$ cat src/rtl/blhm_pkg.sv
// Package for the battery level hysteresis monitor.
// Holds the level codes, fixed-point polynomial constants and the
// config, command and status types shared by all modules.
`timescale 1ns / 1ps

package blhm_pkg;

    localparam int MV_W    = 14;
    localparam int CAL_W   = 12;
    localparam int HYST_W  = 12;
    localparam int PCT_W   = 7;
    localparam int TABLE_W = 28;
    localparam int LEVEL_W = 2;
    localparam int CFG_ADDR_W = 3;
    localparam int CFG_DATA_W = 28;

    localparam logic [CFG_ADDR_W-1:0] REG_SRC_MV = 3'd0;
    localparam logic [CFG_ADDR_W-1:0] REG_CAL    = 3'd1;
    localparam logic [CFG_ADDR_W-1:0] REG_LOW    = 3'd2;
    localparam logic [CFG_ADDR_W-1:0] REG_MIDLO  = 3'd3;
    localparam logic [CFG_ADDR_W-1:0] REG_MIDHI  = 3'd4;
    localparam logic [CFG_ADDR_W-1:0] REG_HYST   = 3'd5;
    localparam logic [CFG_ADDR_W-1:0] REG_TABLE  = 3'd6;

    localparam logic [LEVEL_W-1:0] LVL_EMPTY = 2'd0;
    localparam logic [LEVEL_W-1:0] LVL_LOW   = 2'd1;
    localparam logic [LEVEL_W-1:0] LVL_MID   = 2'd2;
    localparam logic [LEVEL_W-1:0] LVL_HIGH  = 2'd3;

    localparam logic [MV_W-1:0] MV_MAX = 14'd16383;

    // Horner stage widths
    localparam int ACC1_W  = 32;
    localparam int ACC2_W  = 48;
    localparam int ACC3_W  = 64;
    localparam int SPLIT_W = 24;
    localparam int FRAC_W  = 40;
    localparam int CMP_W   = 17;

    // Q40 millivolt coefficients
    localparam logic signed [ACC1_W-1:0] K3 = -32'sd52614;
    localparam logic signed [ACC1_W-1:0] K2 = 32'sd208348657;
    localparam logic signed [ACC2_W-1:0] K1 = 48'sd1639129944456;
    localparam logic signed [ACC3_W-1:0] K0 = 64'sd328204220891136;

    localparam logic [MV_W-1:0]    RST_LOW   = 14'd6600;
    localparam logic [MV_W-1:0]    RST_MIDLO = 14'd7000;
    localparam logic [MV_W-1:0]    RST_MIDHI = 14'd7600;
    localparam logic [HYST_W-1:0]  RST_HYST  = 12'd100;
    localparam logic [TABLE_W-1:0] RST_TABLE = 28'd210537600;

    typedef struct packed {
        logic                     src_mv;
        logic signed [CAL_W-1:0]  cal;
        logic [MV_W-1:0]          low;
        logic [MV_W-1:0]          midlo;
        logic [MV_W-1:0]          midhi;
        logic [HYST_W-1:0]        hyst;
        logic [TABLE_W-1:0]       table_bits;
    } cfg_t;

    typedef struct packed {
        logic load_sample;
        logic poly1;
        logic poly2;
        logic poly3_lo;
        logic poly3_hi;
        logic convert;
        logic commit;
    } cmd_t;

    typedef struct packed {
        logic src_mv;
        logic out_free;
    } status_t;

endpackage

$ cat src/rtl/battery_level_hysteresis_monitor_top.sv
// Battery level monitor: turns one sample per transaction into a filtered
// millivolt value, a four-step level with hysteresis and a percentage. An ADC
// code passes through acceptance, four Horner steps, one offset add with
// saturation and one filter and classify step before the next input is
// taken; a millivolt sample goes from acceptance to the filter and classify
// step. The result sits in an output register, so a new sample is
// taken while the previous result waits; the commit step waits only while
// that register is still full. Configuration writes go straight to the
// register bank and must be made while no sample is in flight.
`timescale 1ns / 1ps

module battery_level_hysteresis_monitor_top
    import blhm_pkg::*;
#(
    parameter int ADC_BITS = 12
) (
    input  logic                  aclk,
    input  logic                  aresetn,
    input  logic                  cfg_wr_en,
    input  logic [CFG_ADDR_W-1:0] cfg_addr,
    input  logic [CFG_DATA_W-1:0] cfg_wdata,
    input  logic                  s_valid,
    output logic                  s_ready,
    input  logic [MV_W-1:0]       s_sample_value,
    output logic                  m_valid,
    input  logic                  m_ready,
    output logic [MV_W-1:0]       m_filtered_mv,
    output logic [LEVEL_W-1:0]    m_level,
    output logic [PCT_W-1:0]      m_percent,
    output logic                  m_entered_empty
);

    cfg_t    cfg_reg;
    cmd_t    cmd;
    status_t status;

    always_ff @(posedge aclk) begin
        if (!aresetn) begin
            cfg_reg.src_mv     <= 1'b0;
            cfg_reg.cal        <= '0;
            cfg_reg.low        <= RST_LOW;
            cfg_reg.midlo      <= RST_MIDLO;
            cfg_reg.midhi      <= RST_MIDHI;
            cfg_reg.hyst       <= RST_HYST;
            cfg_reg.table_bits <= RST_TABLE;
        end else if (cfg_wr_en) begin
            unique case (cfg_addr)
                REG_SRC_MV: cfg_reg.src_mv     <= cfg_wdata[0];
                REG_CAL:    cfg_reg.cal        <= $signed(cfg_wdata[CAL_W-1:0]);
                REG_LOW:    cfg_reg.low        <= cfg_wdata[MV_W-1:0];
                REG_MIDLO:  cfg_reg.midlo      <= cfg_wdata[MV_W-1:0];
                REG_MIDHI:  cfg_reg.midhi      <= cfg_wdata[MV_W-1:0];
                REG_HYST:   cfg_reg.hyst       <= cfg_wdata[HYST_W-1:0];
                REG_TABLE:  cfg_reg.table_bits <= cfg_wdata[TABLE_W-1:0];
                default: begin
                end
            endcase
        end
    end

    blhm_ctrl u_ctrl (
        .aclk    (aclk),
        .aresetn (aresetn),
        .s_valid (s_valid),
        .s_ready (s_ready),
        .status  (status),
        .cmd     (cmd)
    );

    blhm_datapath #(
        .ADC_BITS (ADC_BITS)
    ) u_datapath (
        .aclk            (aclk),
        .aresetn         (aresetn),
        .cfg             (cfg_reg),
        .cmd             (cmd),
        .status          (status),
        .s_sample_value  (s_sample_value),
        .m_valid         (m_valid),
        .m_ready         (m_ready),
        .m_filtered_mv   (m_filtered_mv),
        .m_level         (m_level),
        .m_percent       (m_percent),
        .m_entered_empty (m_entered_empty)
    );

endmodule

$ cat src/rtl/blhm_ctrl.sv
// Sequencer for the battery level monitor.
// Steps the datapath through polynomial conversion and commit; uses blhm_pkg.
`timescale 1ns / 1ps

module blhm_ctrl
    import blhm_pkg::*;
(
    input  logic    aclk,
    input  logic    aresetn,
    input  logic    s_valid,
    output logic    s_ready,
    input  status_t status,
    output cmd_t    cmd
);

    localparam logic [2:0] ST_IDLE    = 3'd0;
    localparam logic [2:0] ST_POLY1   = 3'd1;
    localparam logic [2:0] ST_POLY2   = 3'd2;
    localparam logic [2:0] ST_POLY3LO = 3'd3;
    localparam logic [2:0] ST_POLY3HI = 3'd4;
    localparam logic [2:0] ST_CONVERT = 3'd5;
    localparam logic [2:0] ST_COMMIT  = 3'd6;

    logic [2:0] state_reg;
    logic [2:0] state_next;

    always_ff @(posedge aclk) begin
        if (!aresetn) begin
            state_reg <= ST_IDLE;
        end else begin
            state_reg <= state_next;
        end
    end

    always_comb begin
        state_next = state_reg;
        cmd        = '0;
        s_ready    = 1'b0;
        unique case (state_reg)
            ST_IDLE: begin
                s_ready = 1'b1;
                if (s_valid) begin
                    cmd.load_sample = 1'b1;
                    state_next = status.src_mv ? ST_COMMIT : ST_POLY1;
                end
            end
            ST_POLY1: begin
                cmd.poly1  = 1'b1;
                state_next = ST_POLY2;
            end
            ST_POLY2: begin
                cmd.poly2  = 1'b1;
                state_next = ST_POLY3LO;
            end
            ST_POLY3LO: begin
                cmd.poly3_lo = 1'b1;
                state_next   = ST_POLY3HI;
            end
            ST_POLY3HI: begin
                cmd.poly3_hi = 1'b1;
                state_next   = ST_CONVERT;
            end
            ST_CONVERT: begin
                cmd.convert = 1'b1;
                state_next  = ST_COMMIT;
            end
            ST_COMMIT: begin
                // hold until the output register can take the result
                if (status.out_free) begin
                    cmd.commit = 1'b1;
                    state_next = ST_IDLE;
                end
            end
            default: begin
                state_next = ST_IDLE;
            end
        endcase
    end

endmodule

$ cat src/rtl/blhm_datapath.sv
// Datapath for the battery level monitor: Horner evaluation, saturation,
// filter, level classifier and output register. Uses blhm_pkg.
`timescale 1ns / 1ps

module blhm_datapath
    import blhm_pkg::*;
#(
    parameter int ADC_BITS = 12
) (
    input  logic               aclk,
    input  logic               aresetn,
    input  cfg_t               cfg,
    input  cmd_t               cmd,
    output status_t            status,
    input  logic [MV_W-1:0]    s_sample_value,
    output logic               m_valid,
    input  logic               m_ready,
    output logic [MV_W-1:0]    m_filtered_mv,
    output logic [LEVEL_W-1:0] m_level,
    output logic [PCT_W-1:0]   m_percent,
    output logic               m_entered_empty
);

    localparam int XS_W  = ADC_BITS + 1;
    localparam int P2_W  = ACC1_W + XS_W;
    localparam int PLO_W = SPLIT_W + 1 + XS_W;
    localparam int PHI_W = (ACC2_W - SPLIT_W) + XS_W;

    logic [ADC_BITS-1:0]        sample_reg;
    logic [MV_W-1:0]            mv_reg;
    logic signed [ACC1_W-1:0]   acc1_reg;
    logic signed [ACC2_W-1:0]   acc2_reg;
    logic signed [PLO_W-1:0]    plo_reg;
    logic signed [ACC3_W-1:0]   acc3_reg;
    logic [MV_W-1:0]            filter_reg;
    logic [LEVEL_W-1:0]         level_reg;
    logic                       primed_reg;
    logic                       out_valid_reg;
    logic [MV_W-1:0]            out_mv_reg;
    logic [LEVEL_W-1:0]         out_level_reg;
    logic [PCT_W-1:0]           out_pct_reg;
    logic                       out_empty_reg;

    logic signed [XS_W-1:0]     xs;
    logic signed [ACC1_W-1:0]   prod1;
    logic signed [P2_W-1:0]     prod2;
    logic signed [PLO_W-1:0]    plo;
    logic signed [PHI_W-1:0]    phi;
    logic signed [ACC3_W-1:0]   acc3_next;
    logic signed [ACC3_W-1:0]   total;
    logic [MV_W-1:0]            sat_mv;

    logic [MV_W:0]              filt_sum;
    logic [MV_W-1:0]            filter_next;
    logic signed [CMP_W-1:0]    v;
    logic signed [CMP_W-1:0]    midlo_s;
    logic signed [CMP_W-1:0]    midhi_s;
    logic signed [CMP_W-1:0]    low_s;
    logic signed [CMP_W-1:0]    hyst_s;
    logic signed [CMP_W-1:0]    half_hyst_s;
    logic [LEVEL_W-1:0]         level_next;
    logic [PCT_W-1:0]           pct_next;

    assign xs    = $signed({1'b0, sample_reg});
    assign prod1 = K3 * ACC1_W'(xs);
    assign prod2 = P2_W'(acc1_reg) * P2_W'(xs);
    assign plo   = PLO_W'($signed({1'b0, acc2_reg[SPLIT_W-1:0]})) * PLO_W'(xs);
    assign phi   = PHI_W'($signed(acc2_reg[ACC2_W-1:SPLIT_W])) * PHI_W'(xs);

    assign acc3_next = (ACC3_W'(phi) <<< SPLIT_W) + ACC3_W'(plo_reg) + K0;
    assign total     = acc3_reg + (ACC3_W'(cfg.cal) <<< FRAC_W);

    always_comb begin
        if (total[ACC3_W-1]) begin
            sat_mv = '0;
        end else if (|total[ACC3_W-2:FRAC_W+MV_W]) begin
            sat_mv = MV_MAX;
        end else begin
            sat_mv = total[FRAC_W+MV_W-1:FRAC_W];
        end
    end

    assign filt_sum    = {1'b0, filter_reg} + {1'b0, mv_reg};
    assign filter_next = primed_reg ? filt_sum[MV_W:1] : mv_reg;

    assign v           = $signed(CMP_W'(filter_next));
    assign midlo_s     = $signed(CMP_W'(cfg.midlo));
    assign midhi_s     = $signed(CMP_W'(cfg.midhi));
    assign low_s       = $signed(CMP_W'(cfg.low));
    assign hyst_s      = $signed(CMP_W'(cfg.hyst));
    assign half_hyst_s = $signed(CMP_W'(cfg.hyst[HYST_W-1:1]));

    always_comb begin
        level_next = level_reg;
        case (level_reg)
            LVL_LOW: begin
                if (v > midlo_s + hyst_s) begin
                    level_next = LVL_MID;
                end
                if (v < low_s - half_hyst_s) begin
                    level_next = LVL_EMPTY;
                end
            end
            LVL_MID: begin
                if (v > midhi_s + hyst_s) begin
                    level_next = LVL_HIGH;
                end
                if (v < midlo_s - hyst_s) begin
                    level_next = LVL_LOW;
                end
            end
            LVL_HIGH: begin
                if (v < midhi_s - hyst_s) begin
                    level_next = LVL_MID;
                end
            end
            default: begin
                level_next = level_reg;
            end
        endcase
    end

    always_comb begin
        case (level_next)
            LVL_EMPTY: pct_next = cfg.table_bits[PCT_W-1:0];
            LVL_LOW:   pct_next = cfg.table_bits[2*PCT_W-1:PCT_W];
            LVL_MID:   pct_next = cfg.table_bits[3*PCT_W-1:2*PCT_W];
            default:   pct_next = cfg.table_bits[4*PCT_W-1:3*PCT_W];
        endcase
    end

    // Horner pipeline and converted sample
    always_ff @(posedge aclk) begin
        if (cmd.load_sample) begin
            sample_reg <= s_sample_value[ADC_BITS-1:0];
            mv_reg     <= s_sample_value;
        end
        if (cmd.poly1) begin
            acc1_reg <= prod1 + K2;
        end
        if (cmd.poly2) begin
            acc2_reg <= ACC2_W'(prod2) + K1;
        end
        if (cmd.poly3_lo) begin
            plo_reg <= plo;
        end
        if (cmd.poly3_hi) begin
            acc3_reg <= acc3_next;
        end
        if (cmd.convert) begin
            mv_reg <= sat_mv;
        end
    end

    // Filter and level state
    always_ff @(posedge aclk) begin
        if (!aresetn) begin
            filter_reg <= '0;
            level_reg  <= LVL_LOW;
            primed_reg <= 1'b0;
        end else if (cmd.commit) begin
            filter_reg <= filter_next;
            level_reg  <= level_next;
            primed_reg <= 1'b1;
        end
    end

    always_ff @(posedge aclk) begin
        if (!aresetn) begin
            out_valid_reg <= 1'b0;
        end else if (cmd.commit) begin
            out_valid_reg <= 1'b1;
        end else if (m_ready) begin
            out_valid_reg <= 1'b0;
        end
    end

    always_ff @(posedge aclk) begin
        if (cmd.commit) begin
            out_mv_reg    <= filter_next;
            out_level_reg <= level_next;
            out_pct_reg   <= pct_next;
            out_empty_reg <= (level_next == LVL_EMPTY) && (level_reg != LVL_EMPTY);
        end
    end

    assign status.src_mv   = cfg.src_mv;
    assign status.out_free = !out_valid_reg || m_ready;

    assign m_valid         = out_valid_reg;
    assign m_filtered_mv   = out_mv_reg;
    assign m_level         = out_level_reg;
    assign m_percent       = out_pct_reg;
    assign m_entered_empty = out_empty_reg;

endmodule
$ cat config.mk
export PLATFORM = sky130hd
export DESIGN_NAME = battery_level_hysteresis_monitor_top
export DESIGN_NICKNAME = d
export VERILOG_FILES = /design/src/rtl/blhm_pkg.sv /design/src/rtl/battery_level_hysteresis_monitor_top.sv /design/src/rtl/blhm_ctrl.sv /design/src/rtl/blhm_datapath.sv
export SDC_FILE = /design/constraint.sdc
export NUM_CORES = 2
export LEC_CHECK = 0
export BUFFER_PORTS_ARGS = -buffer_cell sky130_fd_sc_hd__buf_2
export CAP_MARGIN = 20
export CORE_MARGIN = 1
export CORE_UTILIZATION = 56
export CTS_CLUSTER_SIZE = 12
export DETAILED_ROUTE_END_ITERATION = 8
export HOLD_SLACK_MARGIN = 0.1
export PLACE_DENSITY = 0.72
export SYNTH_ARGS = -nofsm -noshare
export SYNTH_HDL_FRONTEND = slang
export SYNTH_SLANG_ARGS = --single-unit
$ cat constraint.sdc
create_clock -name aclk -period 9.7 [get_ports aclk]
set_input_delay 0 -clock aclk [delete_from_list [all_inputs] [get_ports aclk]]
set_output_delay 0 -clock aclk [all_outputs]
set_load 0.01 [all_outputs]
==> flow_summary.json <==
{
  "outcome": "completed",
  "post_dp_cell_area_sq_um": 54410,
  "crit_slowest_cell": "edfxtp_1",
  "yosysUniqueCellTypes": 87,
  "firstDrtPassIters": 6,
  "ys.warnings.count": 0,
  "largest_register_ff_count": 95,
  "clk_path_buf_depth": 3,
  "post_cts_buffers": 0,
  "grt_pass1_vias": 41450,
  "synth_fp_nets": 7327,
  "cp_max_fo": 23,
  "setup_slack_ns": 1.230,
  "yosys.area.top_type": "fa_1",
  "fmax_ghz": 0.1181,
  "cts_tree": "done",
  "synth-simple-area-share_pct": 15.89,
  "synth_fa_ha_area_share_pct": 46.84,
  "synth_xor_area_share_pct": 3.682,
  "cts.repair.resized": 0,
  "grt_usage_pct": 27.53,
  "synth_compound_area_share_pct": 9.614,
  "clock_latency_ns": 0.60,
  "worstSetupStartpointType": "register",
  "start_util_pct": 56.67,
  "drc": 0,
  "yosysSeqAreaShare_pct": 13.60,
  "dieHeight_um": 309.8,
  "cts-hold-fix-buffers": 61,
  "criticalPathCategory": "register to register",
  "postRouteAntennaNets": 0,
  "num_rows": 112,
  "grt_setup_unrepaired": "false",
  "cts.sinks": 279,
  "grt_pass1_wl_um": 211000,
  "synth_area_per_cell_sq_um": 9.083,
  "synth_top_family_by_area": "adder cells",
  "synth.area.mux_share_pct": 0.6109,
  "critPathArrivalTime_ns": 8.79,
  "die_area_sq_um": 95960,
  "finClkSkew_ns": 0.03161,
  "postSynthCellCount": 5840,
  "first_iter_violations": 2680,
  "path_delay_family": "adder cells",
  "cp.required_ns": 10.02,
  "final_nets": 7299,
  "drive_gt1_share_pct": 3.939,
  "syn_area_sq_um": 53050,
  "route.vias.total": 39300,
  "yosysMostFrequentCell": "inv_1",
  "finalInstanceArea_sq_um": 56290,
  "layout_min_cycle_time_ns": 8.470,
  "clkTransAtPathRegs_ns": 0.06,
  "hp-class": "primary input to register",
  "fin_setup_tns_ns": 0,
  "ys_ff_latch": 279,
  "antenna_found_initial": 5,
  "setup_viol": 0,
  "htree_levels": 2,
  "synth_edf_count": 163,
  "dp_worst_setup_slack_ns": 1.258,
  "hold_viol_final": 0,
  "grt_start_max_net_pins": 90,
  "core_sq_um": 93610,
  "yosys-top-cells-count": "inv_1, fa_1, nand2_1",
  "overflow": 0,
  "yosys.area.top_type_share_pct": 34.53,
  "io_pins": 76,
  "tightest_slew_ns": 0.9655,
  "clock-root-buffer": "clkbuf_16",
  "synth_flop_cell": "edfxtp_1",
  "async_flop_share_pct": 0,
  "slowest_delay_ns": 0.72,
  "place_congestion": 0.9140,
  "synth.area.top_cells": "fa_1, ha_1, edfxtp_1, inv_1, nand2_1",
  "finalCritPeriodShare_pct": 87.32,
  "io_buffer_count": 75,
  "dp_hpwl_um": 97390,
  "wl_per_cell_um": 17.81,
  "die_w_um": 309.8,
  "routed_wl_um": 126300,
  "cp_common_cell": "fa_1",
  "relSlewSlack_pct": 33.97,
  "slew_violations": 0,
  "syn_to_final_growth_pct": 6.109,
  "crit_buf_inv": 4,
  "critPathCaptureType": "register",
  "via_per_inst": 5.540,
  "cts_buffers": 37,
  "cap_violations": 0
}
[metrics by stage]
step                hold WS, ns  std cells  utilization, %
floorplan               0.09887       5840               -
global placement         0.2163       6964           58.12
detailed placement       0.2134       6965           58.13
CTS                      0.1413       7092           60.10
global route             0.1717       7094           60.13
finish                   0.1796       7094           60.13
[kinds of logic after synthesis]
family,Yosys count
adders and majority gates,1437
xor gates and xnor gates,223
AOI/OAI and AO/OA,741
and+or+nand+nor,1754
buffers and inverters,1375
DFF,279
muxes,31
[cell usage in the layout (no fill, tap or decap), types with 25 or more instances in the layout]
cell,count
inv_1,1132
fa_1,915
nand2_1,831
ha_1,522
and2_1,414
a21oi_1,179
nor2_1,165
edfxtp_1,163
xnor2_1,156
dfxtp_1,116
o21ai_0,114
a21boi_0,82
a21o_1,81
buf_2,76
xor2_1,67
nand3_1,64
dlygate4sd3_1,61
nor3_1,55
nand2b_1,39
clkbuf_16,39
nor2b_1,36
buf_4,35
and3_1,28
a211oi_1,28
nand4_1,26
o21a_1,26
o211ai_1,25
[worst register-to-register path: cells and delay by family (launching register included)]
kind | cells | cell delay (ns)
AOI/OAI and AO/OA | 10 | 2.26
and+or+nand+nor | 6 | 1.16
adders and majority gates | 8 | 3.47
DFF | 1 | 0.72
buffers and inverters | 4 | 0.21
xor gates and xnor gates | 3 | 0.38
[routing by layer]
| metal | vias up | global-route usage, % | share of wire [%] |
|---|---|---|---|
| met5 | - | 0 | 0.025 |
| met4 | 4 | 8.283 | 3.0 |
| met1 | 19650 | 36.33 | 43 |
| met3 | 233 | 3.368 | 5.6 |
| met2 | 1088 | 47.39 | 48 |
| li1 | 18330 | - | - |
[path summary, 6_finish.rpt]
| check | cells past startpoint | slack, ns | to | startpoint |
|---|---|---|---|---|
| setup reg to reg | 31 | 1.23 | u_datapath.acc3_reg[57]$_DFFE_PP_ | u_datapath.sample_reg[3]$_DFFE_PP_ |
| setup / recovery | 31 | 1.23 | u_datapath.acc3_reg[57]$_DFFE_PP_ | u_datapath.sample_reg[3]$_DFFE_PP_ |
| hold / removal | 2 | 0.18 | u_datapath.sample_reg[9]$_DFFE_PP_ | s_sample_value[9] |
| hold reg to reg | 2 | 0.46 | cfg_reg[24]$_SDFFE_PN0P_ | cfg_reg[24]$_SDFFE_PN0P_ |
[cell type report]
type                    instances  area, sq um
diodes                          1        2.502
clock buffers                  49         1033
clock inverters                17        200.2
fillers                      8041        37320
inverters                    1132         4249
multi-input cells            4186        40680
flip-flops and latches        279         7217
well taps                    1254         1569
repair buffers                176         1341
Power is not shown: default switching activity piles up to over one toggle a cycle in this logic, so the estimate is an artifact.
